`src/rtl/pntr_pkg.sv`:
```
// Shared constants, types and handshake structs for the page number translation recycler.
package pntr_pkg;

    localparam int MAX_REAL_PAGES   = 2048;
    localparam int SHORT_PAGE_COUNT = 255;
    localparam int SLOT_COUNT       = 8;

    localparam int REAL_W  = 11;
    localparam int SLOT_W  = 3;
    localparam int SHORT_W = 8;
    localparam int CFG_W   = 13;

    localparam int R_AW  = $clog2(MAX_REAL_PAGES);
    localparam int S_AW  = $clog2(SHORT_PAGE_COUNT);
    localparam int TRY_W = $clog2(SHORT_PAGE_COUNT + 1);

    localparam logic [SHORT_W-1:0] NO_PAGE    = 8'hFF;
    localparam logic [SHORT_W-1:0] LAST_SHORT = SHORT_W'(SHORT_PAGE_COUNT - 1);
    localparam logic [CFG_W-1:0]   BIG_LOW    = 13'd257;
    localparam logic [CFG_W-1:0]   BIG_HIGH   = CFG_W'(MAX_REAL_PAGES);

    typedef logic [R_AW-1:0] t_raddr;

    // Commands from the controller to the datapath.
    typedef struct packed {
        logic load_in;
        logic clr_step;
        logic rd_r2s;
        logic hit_take;
        logic search_step;
        logic fetch;
        logic commit;
        logic finish;
    } t_cmd;

    // Status from the datapath to the controller.
    typedef struct packed {
        logic big_mode;
        logic hit;
        logic take;
        logic out_free;
        logic clr_last;
    } t_sts;

endpackage

```
`src/rtl/pntr_ctrl.sv`:
```
// Controller state machine that sequences lookup, recycling search, write-back and table clearing.
module pntr_ctrl (
    input  logic           i_clk,
    input  logic           i_rst_n,
    input  logic           i_cfg_we,
    input  logic           i_in_valid,
    output logic           o_in_ready,
    input  pntr_pkg::t_sts i_sts,
    output pntr_pkg::t_cmd o_cmd
);

    localparam logic [2:0] S_IDLE   = 3'd0;
    localparam logic [2:0] S_LOOKUP = 3'd1;
    localparam logic [2:0] S_CHECK  = 3'd2;
    localparam logic [2:0] S_SEARCH = 3'd3;
    localparam logic [2:0] S_FETCH  = 3'd4;
    localparam logic [2:0] S_COMMIT = 3'd5;
    localparam logic [2:0] S_FINISH = 3'd6;
    localparam logic [2:0] S_CLEAR  = 3'd7;

    logic [2:0] r_state;
    logic [2:0] n_state;
    logic       w_accept;

    assign o_in_ready = (r_state == S_IDLE) && !i_cfg_we;
    assign w_accept   = o_in_ready && i_in_valid;

    always_comb begin
        n_state = r_state;
        o_cmd   = '0;
        unique case (r_state)
            S_IDLE: begin
                if (w_accept) begin
                    o_cmd.load_in = 1'b1;
                    n_state = i_sts.big_mode ? S_LOOKUP : S_FINISH;
                end
            end
            S_LOOKUP: begin
                o_cmd.rd_r2s = 1'b1;
                n_state = S_CHECK;
            end
            S_CHECK: begin
                if (i_sts.hit) begin
                    o_cmd.hit_take = 1'b1;
                    n_state = S_FINISH;
                end else begin
                    n_state = S_SEARCH;
                end
            end
            S_SEARCH: begin
                o_cmd.search_step = 1'b1;
                if (i_sts.take) begin
                    n_state = S_FETCH;
                end
            end
            S_FETCH: begin
                o_cmd.fetch = 1'b1;
                n_state = S_COMMIT;
            end
            S_COMMIT: begin
                o_cmd.commit = 1'b1;
                n_state = S_FINISH;
            end
            S_FINISH: begin
                if (i_sts.out_free) begin
                    o_cmd.finish = 1'b1;
                    n_state = S_IDLE;
                end
            end
            S_CLEAR: begin
                o_cmd.clr_step = 1'b1;
                if (i_sts.clr_last) begin
                    n_state = S_IDLE;
                end
            end
            default: begin
                n_state = S_CLEAR;
            end
        endcase
        // A register write restarts the clearing pass.
        if (i_cfg_we) begin
            o_cmd   = '0;
            n_state = S_CLEAR;
        end
    end

    always_ff @(posedge i_clk) begin
        if (!i_rst_n) begin
            r_state <= S_CLEAR;
        end else begin
            r_state <= n_state;
        end
    end

endmodule

```
`config.mk`:
```
export PLATFORM = sky130hd
export DESIGN_NAME = pntr_ctrl
export DESIGN_NICKNAME = d
export VERILOG_FILES = /design/src/rtl/pntr_pkg.sv /design/src/rtl/pntr_ctrl.sv
export SDC_FILE = /design/constraint.sdc
export NUM_CORES = 1
export LEC_CHECK = 0
export ABC_AREA = 1
export BUFFER_PORTS_ARGS = -buffer_cell sky130_fd_sc_hd__buf_4
export CORE_AREA = 2 2 39 41
export DETAILED_ROUTE_END_ITERATION = 10
export DIE_AREA = 0 0 41 43
export PLACE_DENSITY_LB_ADDON = 0.12
export SYNTH_ARGS = -nofsm -noshare
export SYNTH_HDL_FRONTEND = slang
export SYNTH_SLANG_ARGS = --single-unit
```
`constraint.sdc`:
```
create_clock -name i_clk -period 2.1 [get_ports i_clk]
set_input_delay 0.315 -clock i_clk [delete_from_list [all_inputs] [get_ports i_clk]]
set_output_delay 0.315 -clock i_clk [all_outputs]
set_load 0.02 [all_outputs]
```
---- After elaboration in Yosys (flattened, before gate mapping) ----
Cells that the tools add are included.
W data, S select, Z words.
word-level totals
  memory bits (read-only) ................. 0
  latch bits .............................. 0
  input port bits ......................... 9
  output and inout bits ................... 9
  RAM bits ................................ 0
  memories kept ........................... 0
  register bits ........................... 3
  word-level logic and storage cells ...... 38
operators by class
  div/mod/pow operators ................... 0
  shifts and indexed selects .............. 0
  reduce and logical (&&, ||, !) cells .... 6
  equal/unequal tests ..................... 11
  $add $sub $neg .......................... 0
  multiplexer cells ....................... 19
  bitwise logic cells ..................... 1
  magnitude comparators ................... 0
  multipliers ............................. 0
operator list
  operator              count
  $pmux W3 S8           1
  $mux W3               6
  $eq A3 B3 Y1 const B  4
  $mux W1               11
  $mux W8               1
  $ne A2 B2 Y1 const B  4
  $eq A3 B2 Y1 const B  2
  $reduce_and A4 Y1     1
  $eq A3 B1 Y1 const B  1
  $logic_not A3 Y1      1
  $logic_and A1 B1 Y1   2
  $reduce_or A2 Y1      1
  $logic_not A1 Y1      1
  $not A1 Y1            1

---- Longest topological paths before layout ----
Gate-level depths: netlist of run 1.
  word-level depth ........................ 6
  gate-level depth with buffers ........... 10
  depth with buffers taken out ............ 9

---- Least setup slack after synthesis of run 1 ----
OpenSTA, ideal clock, no wires.
  path kind ............................... input port to output port
  start point ............................. in i_cfg_we
  end point ............................... out o_cmd[0] (netlist bit)
  slack ................................... 0.547 ns
  arrival ................................. 1.238 ns
  stages .................................. 4
  buffers on the path ..................... 1
  cells stage by stage .................... buf_2 inv_1 nand2_1 nor4_1
RTL lines
  element             line            RTL
  start: declaration  pntr_ctrl.sv:5  input logic i_cfg_we,
  end: declaration    pntr_ctrl.sv:9  output pntr_pkg::t_cmd o_cmd

==> results of run 1 <==
## power by group
part / internal [mW] / switching [mW]
Sequential: 0.0624 / 0.0111
Combinational: 0.0343 / 0.0523
Clock: 0.0711 / 0.0284
## kinds of logic after synthesis
| logic type | synth area share (%) |
|---|---|
| AND/OR/NAND/NOR | 52.92 |
| flip-flops | 17.52 |
| buffers and inverters | 17.15 |
| AO/OA/AOI/OAI | 12.41 |
## final cells by class
| class | count | area share [%] |
|---|---|---|
| Multi-Input combinational cell | 42 | 45.20 |
| Timing Repair Buffer | 17 | 25.76 |
| Sequential cell | 3 | 12.12 |
| Inverter | 10 | 7.576 |
| Clock buffer | 4 | 5.303 |
| Tap cell | 16 | 4.040 |
## path summary, 6_finish.rpt
check	start	end	slack, ps	cells after the start
setup / recovery	r_state[0]	o_cmd[7]	470	4
hold / removal	i_rst_n	r_state[2]	390	4
hold reg to reg	r_state[0]	r_state[0]	610	2
setup reg to reg	r_state[0]	r_state[2]	890	9
## critical path, delay by kind of cell, from the launching register on
family / cells / cell delay [ps]
buf+inv: 1 / 170
flops: 1 / 390
simple gates: 3 / 510
## cells in the final DEF (no fill, tap or decap)
cell and count:
nand2_2 5, o211ai_1 1, nand3_1 10, clkbuf_1 1, inv_1 7, nand3b_1 1, nor2_1 5, nor4_1 1
clkbuf_4 3, nand2_1 11, o21ai_2 1, nor2_2 1, a21oi_1 1, o211ai_4 1, dfxtp_1 3, buf_4 17
nor3_1 4, inv_2 3
## per-layer routing
layer / vias to the layer above / share of wire (%)
met4: 0 / 1.9
met5: - / 0
met2: 15 / 45
met1: 178 / 47
met3: 2 / 5.6
li1: 222 / -
==> impl_results.md, run 1 <==
* Final WS setup at 474.1 ps
* Final worst path period share at 77.42%
* Slowest cell on the critical path: dfxtp_1
* Yosys top cell area share at 17.52%
* RSZ-0062 raised after global routing: false
* Critical-path maximum fanout at 8
* Vias in the first global route at 381
* Met2 track demand over resource at 17.81%
* PostCTS Resize Cnt at 0
* Post-DP HPWL at 724.7 µm
* Initial DRC count at 9
* Ports at 18
* Final Max Tran Viols at 0
* H-tree Lvls at 1
* Synth async-reset ratio at 0%
* Synthesized cell area at 342.8 µm²
* Full die area at 1763 µm²
* Post-synth EDFFs at 0
* Syn_nets at 67
* Endpoints failing hold at 0
* Core area at 1384 µm²
* Total number of yosys warnings at 0
* Register bit count reported by yosys at 3
* Avg Cell Area, Syn at 5.911 µm²
* DRT antenna net count at 0
* Mapped Cells at 58
* Initial Util at 24.77%
* Largest reg by FF count: r_state
* Maximum vdd drop at 0.1774 mV
* Number of antenna diodes at 0
* Dpl ws at 711.6 ps
* Die span in y at 43 µm
* Fin nets at 86
* Reg area at 60.06 µm²
* Wire per inst at 9.957 µm
* P per Cell Area at 524.0 nW/µm²
* Post-Route WL at 916 µm
* Unique masters post-synth at 17
* Largest net degree at the start of global routing at 9
* Leak pwr at 0.2682 nW
* Clock skew at 3.102 ps
* Most frequent cell after synthesis: nand2_1
* Max clock buf depth at 2
* Post-CTS setup buffer count at 0
* Placed cell areas at 469.2 µm²
* Placed insts at 88
* Post-synthesis sequential area ratio at 17.52%
* First-pass GRT wire length at 1.545 mm
* Max-cap violation count at 0
* Area of the multi-input gates at 224.0 µm²
* CP arrival at 1310 ps
* Fill count at 163
* Rel. slew slack at 78.97%
* Setup Crit Path Kind: flip-flop to primary output
* Clk_lat worst skew at 230 ps
* Total Routing Usage GR at 12.73%
* Drt via density at 4.533
* Max reg flops at 3
* Placer Congestion at 0.7352
* Global routing usage on met3 at 3.141%
* Gr busiest metal: met2
* CTS root buffer: clkbuf_4
* Top cells by count, synth: nand2_1 (11), nand3_1 (10), inv_1 (7), nand2_2 (5), nor2_1 (5)
* Detailed-router iteration count before antenna repair at 4
* Setup TNS at 0 ps
* Total gr overflow at 0
* Synth top area cells: dfxtp_1 (18%), nand3_1 (15%), nand2_1 (12%)
* Hold Crit Class: input pin to flip-flop
* Layout cells sized above 1 at 40.79%
* IO Port Bufs at 17
* Post-CTS Hold Buffers at 0
* Startpoint types: flip-flop
* Area growth syn-to-layout at 44.53%
* Vias at 417
* Hold WS at 391.4 ps
* CTS tree: built
* Largest registers: r_state (3)
* Post-route cell area at 495.5 µm²
* Cell Count, Final, Fillers Out at 92
* Ys flop type: dfxtp_1
* Max Freq at 0.6150 GHz
* Initial antenna violation count at 0
* Met1 usage at 17.57%
* Setup Viol. Count Final at 0
* Crit-path max cell delay at 390 ps
* Sink Count at 3
* Worst-margin pin slew at 315.1 ps
* Crit. End Element: primary output
* Worst EP required at 1780 ps
* Drt drc at 0
* CTS clk-pin slew, worst paths at 40 ps
* Util after Layout at 35.80%
* Largest area contributor in the netlist: dfxtp_1
* Die Wd at 41 µm
* Critical-path cell list: nor2_2 -> nand2_1 -> nor3_1 -> buf_4
* Status: finished, final reports clean
* Std cell rows at 14
* Power consumption at 0.2596 mW
* Cts bufs inserted at 3
* Fin crit period at 1626 ps
Note: power is estimated with default switching activity, not from simulation.
==> run 2: changes to the inputs <==
==> constraint.sdc (replaced) <==
create_clock -name i_clk -period 1.3 [get_ports i_clk]
set_input_delay 0.195 -clock i_clk [delete_from_list [all_inputs] [get_ports i_clk]]
set_output_delay 0.195 -clock i_clk [all_outputs]
set_load 0.02 [all_outputs]
==> run 2 against run 1 <==
Against the previous run: the flow now finishes with violations (setup timing); global-route usage fell by 0.36 points; sequential cell count is the same; first-iteration DRC count is 11% lower; wire length increased by 5.8%; worst hold slack got worse by 110 ps; total power up 71%; clock-buffer cell count unchanged; final area up 23%; critical endpoint is now o_cmd[4]; highest routed layer is now met3.
==> impl_results.md, run 2 (synthesis gave the netlist of run 1 again) <==
* Largest reg by FF count: r_state (unchanged)
* Crit. End Element: primary output (unchanged)
* Setup Crit Path Kind: flip-flop to primary output (unchanged)
* Die Wd at 41 µm (unchanged)
* Setup TNS at -4.084 ps (was 0 ps)
* Worst EP required at 1110 ps (was 1780 ps)
* Clk_lat worst skew at 230 ps (about the same)
* Placer Congestion at 0.7379 (was 0.7352)
* Drt via density at 4.469 (was 4.533)
* Vias in the first global route at 369 (was 381)
* Max Freq at 0.7668 GHz
* DRT antenna net count at 0 (unchanged)
* Setup Viol. Count Final at 1 (was 0)
* Wire per inst at 9.888 µm (was 9.957 µm)
* Area growth syn-to-layout at 77.37% (was 44.53%)
* Die span in y at 43 µm (unchanged)
* CTS tree: built (unchanged)
* P per Cell Area at 730.9 nW/µm² (was 524.0 nW/µm²)
* Fin nets at 92 (was 86)
* Max-cap violation count at 0 (unchanged)
* Initial antenna violation count at 0 (unchanged)
* Status: finished, violations left (was finished, final reports clean)
* Number of antenna diodes at 0 (unchanged)
* Post-Route WL at 969 µm (was 916 µm)
* Std cell rows at 14 (unchanged)
* Post-DP HPWL at 699.4 µm (was 724.7 µm)
* Layout cells sized above 1 at 60.98% (was 40.79%)
* Initial Util at 24.77% (unchanged)
* Final WS setup at -4.084 ps (was 474.1 ps)
* Slowest cell on the critical path: dfxtp_4 (was dfxtp_1)
* Power consumption at 0.4445 mW (was 0.2596 mW)
* Full die area at 1763 µm² (unchanged)
* Commonest non-fill, non-tap cell in the layout: buf_4 (unchanged)
* Critical path buffer and inverter count at 2 (was 1)
* Total gr overflow at 0 (unchanged)
* Final worst path period share at 100.3%
* Clock skew at 5.785 ps (was 3.102 ps)
* Largest registers: r_state (3) (unchanged)
* Cell Count, Final, Fillers Out at 98 (was 92)
* Detailed-router iteration count before antenna repair at 4 (unchanged)
* Ports at 18 (unchanged)
* Failing checks: setup timing
* Crit-path max cell delay at 380 ps (was 390 ps)
* Critical path's top delay family: flip-flops (was simple AND/OR/NAND/NOR gates)
* Core area at 1384 µm² (unchanged)
* Vias at 438 (was 417)
* Fin crit period at 1304 ps
* Endpoints failing hold at 0 (unchanged)
* Initial DRC count at 8 (was 9)
* First-pass GRT wire length at 1.511 mm (was 1.545 mm)
* Max clock buf depth at 2 (unchanged)
* Cts bufs inserted at 3 (unchanged)
* Critical-path maximum fanout at 5 (was 8)
* Drt drc at 0 (unchanged)
* Final Max Tran Viols at 0 (unchanged)
* Util after Layout at 43.94% (was 35.80%)
* Commonest non-fill, non-tap cells in the layout: buf_4 (23), nand2_1 (9), nand2_2 (7), inv_1 (7), nand3_1 (7) (was buf_4 (17), nand2_1 (11), nand3_1 (10))
* CTS clk-pin slew, worst paths at 40 ps (about the same)
* Largest net degree at the start of global routing at 9 (unchanged)
* Hold Crit Class: input pin to flip-flop (unchanged)
* CP arrival at 1110 ps (was 1310 ps)
* Startpoint types: flip-flop (unchanged)
* Critical-path cell list: inv_4 -> nor2_4 -> nand2_2 -> nor3_2 -> buf_4 (was nor2_2 -> nand2_1 -> nor3_1 -> buf_4)
* Post-CTS Hold Buffers at 0 (unchanged)
* IO Port Bufs at 17 (unchanged)
* Sink Count at 3 (unchanged)
* CTS root buffer: clkbuf_4 (unchanged)
* Leak pwr at 0.3107 nW (was 0.2682 nW)
* Worst-margin pin slew at 205.2 ps (was 315.1 ps)
* Rel. slew slack at 86.21% (was 78.97%)
* H-tree Lvls at 1 (unchanged)
* Max reg flops at 3 (unchanged)
* Fill count at 158 (was 163)
* Placed insts at 88 (unchanged)
* Maximum vdd drop at 0.3028 mV (was 0.1774 mV)
* RSZ-0062 raised after global routing: true (was false)
* Total Routing Usage GR at 12.36% (was 12.73%)
run 2: cell types whose count changed in the layout (fill, tap and decap cells not counted), moves of 3 or more:
cell	delta
nand3_2	+3
buf_4	+6
dfxtp_4	+3
dfxtp_1	-3
nand3_1	-3
run 2: routing by layer:
metal  up-vias  track usage [%]  share of wire, %
met5         -                0                 0
met4         0            4.000                 0
met3         0            3.141               6.6
met2        14            20.00                54
met1       190            15.16                40
li1        234                -                 -
run 2: area by class of cell:
type	count	area [µm²]	share of cell area (%)
multi-input combinational	42	275.3	45.27
timing repair buffer	23	172.7	28.40
sequential	3	71.32	11.73
inverter	10	42.54	6.996
clock buffer	4	26.28	4.321
tap	16	20.02	3.292
run 2: repair_timing:
action	in CTS	in global routing
resized for setup	14	4
setup buffers	4	2
pin swaps	2	2
setup endpoints to repair	9	8
hold endpoints to repair	0	0
run 2: worst paths after layout:
kind	start	end	slack, ps	depth (start not counted)
hold reg to reg	r_state[2]	r_state[2]	560	2
setup / recovery	r_state[1]	o_cmd[4]	-4	5
setup reg to reg	r_state[1]	r_state[1]	40	9
hold / removal	i_rst_n	r_state[2]	280	4
run 2: tightest hold or removal path: cells and delay by family:
family | cells | cell delay [ps]
AOI/OAI and AO/OA | 1 | 50
and+or+nand+nor | 2 | 140
buffers and inverters | 1 | 110
run 2: power breakdown:
group	leakage (nW)	internal, mW	switching [mW]	total, mW
clock network	0.0150	0.115	0.0472	0.162
logic	0.271	0.0658	0.0930	0.159
registers	0.0249	0.101	0.0227	0.123
total	0.311	0.282	0.163	0.444
run 2: metrics by stage:
stage / worst slack [ps] / hold slack, ps / cell area [µm²]
2_1_floorplan: -5.178 / 367.5 / 354.1
3_3_place_gp: 70.66 / 522.8 / 480.5
3_5_place_dp: 73.54 / 513.7 / 480.5
4_1_cts: -8.880 / 275.4 / 575.6
5_1_grt: -73.27 / 304.9 / 608.1
6_report: -4.084 / 282.3 / 608.1
